--- src/hdl/ffsa_pkg.sv ---
// Package for the first-fit segment allocator: payload types, wave and commit types, constants.
package ffsa_pkg;

    localparam int MAX_SEGMENTS_DEF = 64;
    localparam int LEN_W            = 16;
    localparam int OWNER_W          = 16;
    localparam int UNITS_W          = 15;
    localparam int POS_W            = 7;
    localparam logic [LEN_W-1:0] RESET_SIZE = 16'd256;

    typedef struct packed {
        logic [OWNER_W-1:0] owner_id;
        logic [UNITS_W-1:0] request_units;
    } req_t;

    typedef struct packed {
        logic               granted;
        logic [POS_W-1:0]   segment_position;
        logic [LEN_W-1:0]   start_address;
        logic [LEN_W-1:0]   free_remaining;
    } resp_t;

    // Search wave that travels down the cell row, one cell per cycle.
    typedef struct packed {
        logic             act;
        logic             found;
        logic [LEN_W-1:0] addr;
        logic [LEN_W-1:0] len;
    } wave_t;

    // Update broadcast to all cells after a successful search.
    typedef struct packed {
        logic               en;
        logic               split;
        logic [LEN_W-1:0]   need;
        logic [LEN_W-1:0]   rem;
        logic [OWNER_W-1:0] owner;
    } commit_t;

    typedef struct packed {
        logic             en;
        logic [LEN_W-1:0] size;
    } init_t;

endpackage

--- src/hdl/ffsa_cell.sv ---
// One table entry of the allocator with its stage of the search wave.
module ffsa_cell
    import ffsa_pkg::*;
#(
    parameter int INDEX = 0,
    parameter int IDX_W = 6
)
(
    input  logic               clk,
    input  logic               rst_n,
    input  init_t              init,
    input  wave_t              wave_in,
    input  logic [IDX_W-1:0]   idx_in,
    input  logic [LEN_W-1:0]   need,
    output wave_t              wave_out,
    output logic [IDX_W-1:0]   idx_out,
    input  commit_t            commit,
    input  logic [IDX_W-1:0]   commit_idx,
    input  logic [LEN_W-1:0]   prev_len,
    input  logic               prev_used,
    input  logic [OWNER_W-1:0] prev_owner,
    output logic [LEN_W-1:0]   len,
    output logic               used,
    output logic [OWNER_W-1:0] owner
);

    logic [LEN_W-1:0]   len_reg, len_next;
    logic               used_reg, used_next;
    logic [OWNER_W-1:0] owner_reg, owner_next;
    wave_t              wave_reg, wave_next;
    logic [IDX_W-1:0]   idx_reg, idx_next;
    logic               fit;
    logic [IDX_W:0]     here;
    logic [IDX_W:0]     after_hit;

    localparam logic [LEN_W-1:0] INIT_LEN = (INDEX == 0) ? RESET_SIZE : '0;

    assign fit       = !used_reg && (need <= len_reg);
    assign here      = (IDX_W+1)'(INDEX);
    assign after_hit = {1'b0, commit_idx} + 1'b1;

    always_comb
    begin
        wave_next = wave_in;
        idx_next  = idx_in;
        if (wave_in.act && !wave_in.found)
        begin
            if (fit)
            begin
                wave_next.found = 1'b1;
                wave_next.len   = len_reg;
                idx_next        = IDX_W'(INDEX);
            end
            else
            begin
                wave_next.addr = wave_in.addr + len_reg;
            end
        end
    end

    always_comb
    begin
        len_next   = len_reg;
        used_next  = used_reg;
        owner_next = owner_reg;
        if (init.en)
        begin
            len_next   = (INDEX == 0) ? init.size : '0;
            used_next  = 1'b0;
            owner_next = '0;
        end
        else if (commit.en)
        begin
            if (here == {1'b0, commit_idx})
            begin
                len_next   = commit.need;
                used_next  = 1'b1;
                owner_next = commit.owner;
            end
            else if (commit.split && here == after_hit)
            begin
                len_next   = commit.rem;
                used_next  = 1'b0;
                owner_next = '0;
            end
            else if (commit.split && here > after_hit)
            begin
                // shift back by one entry
                len_next   = prev_len;
                used_next  = prev_used;
                owner_next = prev_owner;
            end
        end
    end

    always_ff @(posedge clk or negedge rst_n)
    begin
        if (!rst_n)
        begin
            len_reg   <= INIT_LEN;
            used_reg  <= 1'b0;
            owner_reg <= '0;
            wave_reg  <= '0;
            idx_reg   <= '0;
        end
        else
        begin
            len_reg   <= len_next;
            used_reg  <= used_next;
            owner_reg <= owner_next;
            wave_reg  <= wave_next;
            idx_reg   <= idx_next;
        end
    end

    assign wave_out = wave_reg;
    assign idx_out  = idx_reg;
    assign len      = len_reg;
    assign used     = used_reg;
    assign owner    = owner_reg;

endmodule
--- config.mk ---
export PLATFORM = sky130hd
export DESIGN_NAME = ffsa_cell
export DESIGN_NICKNAME = d
export VERILOG_FILES = /design/src/hdl/ffsa_pkg.sv /design/src/hdl/ffsa_cell.sv
export SDC_FILE = /design/constraint.sdc
export NUM_CORES = 1
export LEC_CHECK = 0
export ABC_CLOCK_PERIOD_IN_PS = 4000
export BUFFER_PORTS_ARGS = -buffer_cell sky130_fd_sc_hd__buf_2
export CAP_MARGIN = 20
export CORE_MARGIN = 5
export CORE_UTILIZATION = 25
export CTS_BUF_LIST = sky130_fd_sc_hd__clkbuf_8
export DETAILED_ROUTE_END_ITERATION = 8
export PLACE_DENSITY_LB_ADDON = 0.15
export SYNTH_ARGS = -nofsm -noshare
export SYNTH_HDL_FRONTEND = slang
export SYNTH_SLANG_ARGS = --single-unit
--- constraint.sdc ---
create_clock -name clk -period 4 [get_ports clk]
set_input_delay 0.2 -clock clk [delete_from_list [all_inputs] [get_ports clk]]
set_output_delay 0.2 -clock clk [all_outputs]
set_load 0.02 [all_outputs]
Word-level counts from Yosys, hierarchy flattened
Index checks and enable logic that the tools add are counted.
{"block": "word_totals", "regBits": 73, "out_inout_bits": 73}
{"block": "classes", "magnitude_cmp": 2, "add_sub_neg": 2, "n_reduce_logical": 11, "muxes": 21}
{"op": "2-to-1 mux 16 bit", "n": 12}
{"op": "2-to-1 mux 33 bit", "n": 1}
{"op": "adder 16 bit", "n": 1}
{"op": "less-or-equal comparator 16 bit", "n": 1}
{"op": "zero test 7 bit", "n": 2}
{"op": "2-to-1 mux 6 bit", "n": 2}
{"op": "adder 6 x 1 -> 7 bit, second input constant", "n": 1}
{"op": "greater-than comparator 1 x 7 -> 1 bit, first input constant", "n": 1}
{"op": "2-to-1 mux 1 bit", "n": 6}
{"op": "logical AND 1 bit", "n": 4}
{"op": "nonzero test 4 bit", "n": 1}
{"op": "zero test 1 bit", "n": 2}
{"op": "AND reduction 2 bit", "n": 1}
{"op": "nonzero test 2 bit", "n": 1}

Depth between registers and ports, before layout
{"block": "depth", "ltp_word": 8, "depth_mapped": 11, "ltp_nobuf": 9}

Least setup slack after synthesis
Ideal clock, no wire load.
{"block": "synth_timing", "path_kind": "register to register", "from": "register len_reg[8] (netlist: len[8])", "to": "register wave_reg (netlist bit wave_out[13])", "path_stages_with_launch": 10, "setup_time_ps": 125, "period_less_slack_ps": 2627, "slack_ps": 1373, "arrival_ps": 2503, "t_required_ps": 3875, "path_cell_list": "dfstp_2 inv_1 ha_1 nand4_1 or4_4 nor3_1 nor2_1 nor2_2 buf_2 mux2_2"}
{"item": "start, declared", "line": "ffsa_cell.sv:27", "source": "logic [LEN_W-1:0] len_reg, len_next;"}
{"item": "start signal, assigned", "line": "ffsa_cell.sv:108", "source": "len_reg <= len_next;"}
{"item": "end signal, assigned", "line": "ffsa_cell.sv:111", "source": "wave_reg <= wave_next;"}
{"item": "end, declared", "line": "ffsa_cell.sv:30", "source": "wave_t wave_reg, wave_next;"}

==> flow_metrics.env <==
export IMPL_grt_pass1_wl_um=25600
export IMPL_place_congestion=0.831
export IMPL_die_width_um=146
export IMPL_cp_slowest_cell="or3_1"
export IMPL_start_util_pct=25.5
export IMPL_final_cell_mix="235 x buf_2, 72 x dfrtp_1, 45 x nor2_1"
export IMPL_drive_gt1_share_pct=42.2
export IMPL_drt_total_wl_um=16200
export IMPL_multi_input_area_sq_mm=0.00254
export IMPL_cts_reportedPaths_clkPinSlew_ns=0.08
export IMPL_max_slew_margin_pct=37.3
export IMPL_cp_data_required_time_ns=4.27
export IMPL_post_cts_buffers=0
export IMPL_placed_cell_area_sq_mm=0.00601
export IMPL_cpPeakStageDelay_ns=0.62
export IMPL_synth_cell_types=56
export IMPL_cts_tree="yes"
export IMPL_max_freq_mhz=321
export IMPL_synth_async_reset_ratio_pct=100
export IMPL_numClockSinks=73
export IMPL_dpl_hpwl_um=13300
export IMPL_cts_buffers=9
export IMPL_hold_viol=0
export IMPL_place_port_buffers=236
export IMPL_htree_levels=3
export IMPL_drc=0
export IMPL_fin_crit_sh_pct=77.9
export IMPL_num_nets_final=914
export IMPL_final_area_sq_mm=0.00625
export IMPL_grt_ovfl_total=0
export IMPL_skew_ns=0.0145
export IMPL_synth_edf_count=0
export IMPL_die_y_um=146
export IMPL_grt_util_all_layers_pct=15.2
export IMPL_crit_path_start_kind="register"
export IMPL_crit_type="reg -> reg"
export IMPL_crit_arrival_ns=3.39
export IMPL_grt_antenna_before_repair=2
export IMPL_finalSetupViolations=0
export IMPL_core_area_sq_mm=0.0180
export IMPL_die_area_sq_mm=0.0212
export IMPL_status="completed"
export IMPL_seq_area_frac_synth_pct=39.8
export IMPL_syn_area_sq_mm=0.00459
export IMPL_yosys_warnings=0
export IMPL_cts_max_path_buffers=2
export IMPL_finalMaxSlewViolations=0
export IMPL_min_path_type="in -> reg"
export IMPL_vias=4406
export IMPL_synthToLayoutAreaGrowth_pct=36.1
export IMPL_num_fill_cells=1902
export IMPL_clockRootBuffer="clkbuf_8"
export IMPL_first_iter_violations=168
export IMPL_final_common_cell="buf_2"
export IMPL_grt_max_degree=74
export IMPL_grt_pass1_vias=4709
export IMPL_critical_path_buf_inv_count=3
export IMPL_largest_reg_flops=34
export IMPL_ant_nets=0
export IMPL_tns_ns=0
export IMPL_fin_crit_ns=3.12
export IMPL_crit_family="simple AND/OR/NAND/NOR gates"
export IMPL_synth_seq_cells=73
export IMPL_routedWlPerCell_um=17.1
export IMPL_cp_max_fo=16
export IMPL_powerDensity_mw_per_mm2=314
export IMPL_cts_resized=0
export IMPL_dominantRegCellSynth="dfrtp_1"
export IMPL_firstDrtPassIters=4
export IMPL_ios=237
export IMPL_dpl_cell_count=929
export IMPL_clk_latency_ns=0.37
export IMPL_num_rows=49
export IMPL_regArea_sq_mm=0.00183
export IMPL_tightestPinTransition_ns=0.938
export IMPL_ir_drop_uv=144
export IMPL_avgSynthCellArea_sq_um=9.57
export IMPL_synthCells=480
export IMPL_synth_nets=679
export IMPL_n_antenna_cell=0
export IMPL_viasPerCell=4.64
export IMPL_p_leak_uw=0.00325
export IMPL_cap_violations=0
export IMPL_stdcell_count=949
export IMPL_grt_setup_unrepaired="no"
export IMPL_cp_cell_sequence="inv_1 > ha_1 > nand4_1 > or4_4 > a21oi_2 > nor4bb_1 > or3_1 > buf_16 > buf_4 > o31ai_2"
export IMPL_cp_end_kind="register"
[cells by family after synthesis]
| kind of cell | Yosys count | share of synthesized area, % |
|---|---|---|
| AOI/OAI and AO/OA | 141 | 21.0 |
| buffers and inverters | 51 | 5.17 |
| and+or+nand+nor | 135 | 13.8 |
| DFF | 73 | 39.8 |
| adders and majority gates | 35 | 9.70 |
| xor gates and xnor gates | 9 | 1.88 |
| muxes | 36 | 8.71 |
[worst register-to-register path: cells and delay by family (launching register included)]
family | cells | cell delay (ns)
adders and majority gates | 1 | 0.26
AOI/OAI and AO/OA | 2 | 0.34
buffers and inverters | 3 | 0.48
and+or+nand+nor | 4 | 1.36
DFF | 1 | 0.59
[power breakdown]
| part | leakage (uW) | internal, uW | switching (uW) |
|---|---|---|---|
| registers | 0.000900 | 793 | 35.5 |
| clock network | 0.0000932 | 238 | 297 |
| logic | 0.00226 | 258 | 344 |
[stage by stage]
step                utilization, %  total power (uW)  worst slack (ns)  hold WS [ns]
finish                        34.7              1970             0.882        0.0423
global route                  34.7              2090             0.691        0.0304
floorplan                        -              1190              1.37       -0.0956
global placement              33.3              1430             0.824         0.343
CTS                           34.3              1990             0.690        0.0212
detailed placement            33.3              1450             0.710         0.343
[cell type report]
class	instances	area share (%)
Clock buffer	10	2.20
Clock inverter	6	0.560
Inverter	25	1.50
Multi-Input combinational cell	356	40.6
Sequential cell	73	29.2
Tap cell	229	4.58
Timing Repair Buffer	250	21.3
[per-layer routing]
layer / part of all wire, % / vias to the layer above / track usage, %
met2: 47 / 165 / 24.6
li1: - / 2211 / -
met3: 6.7 / 13 / 4.17
met5: 0.13 / - / 0
met1: 45 / 2013 / 20.0
met4: 0.98 / 4 / 3.82
[cell usage after synthesis (9+ instances only)]
cell | n | area, sq um
inv_1 | 25 | 93.8
clkbuf_1 | 12 | 45.0
mux2_2 | 16 | 180
dfrtp_1 | 72 | 1800
o21ai_2 | 9 | 78.8
nand2_1 | 40 | 150
a221oi_1 | 15 | 131
o21ai_1 | 14 | 70.1
nor3_1 | 20 | 100
a211oi_1 | 21 | 158
mux2i_1 | 16 | 160
a21oi_1 | 35 | 175
o21ai_0 | 11 | 55.1
nor2_1 | 45 | 169
ha_1 | 34 | 425
[timing repair]
| action | 4_1_cts | 5_1_grt |
|---|---|---|
| setup endpoints to repair | 0 | 0 |
| endpoints found under the hold margin | 1 | 28 |
| hold buffers | 1 | 1 |
[final timing paths]
kind,from,slack (ns),cells after the start,end
max,len[8],0.88,10,wave_out[28]
min,init[7],0.04,3,len[7]
max reg2reg,len[8],0.88,10,wave_out[28]
min reg2reg,owner[6],0.56,2,owner[6]
max in group asynchronous,rst_n,3.11,3,wave_out[18]
min in group asynchronous,rst_n,0.32,2,wave_out[25]
Note: power is estimated with default switching activity, not from simulation.
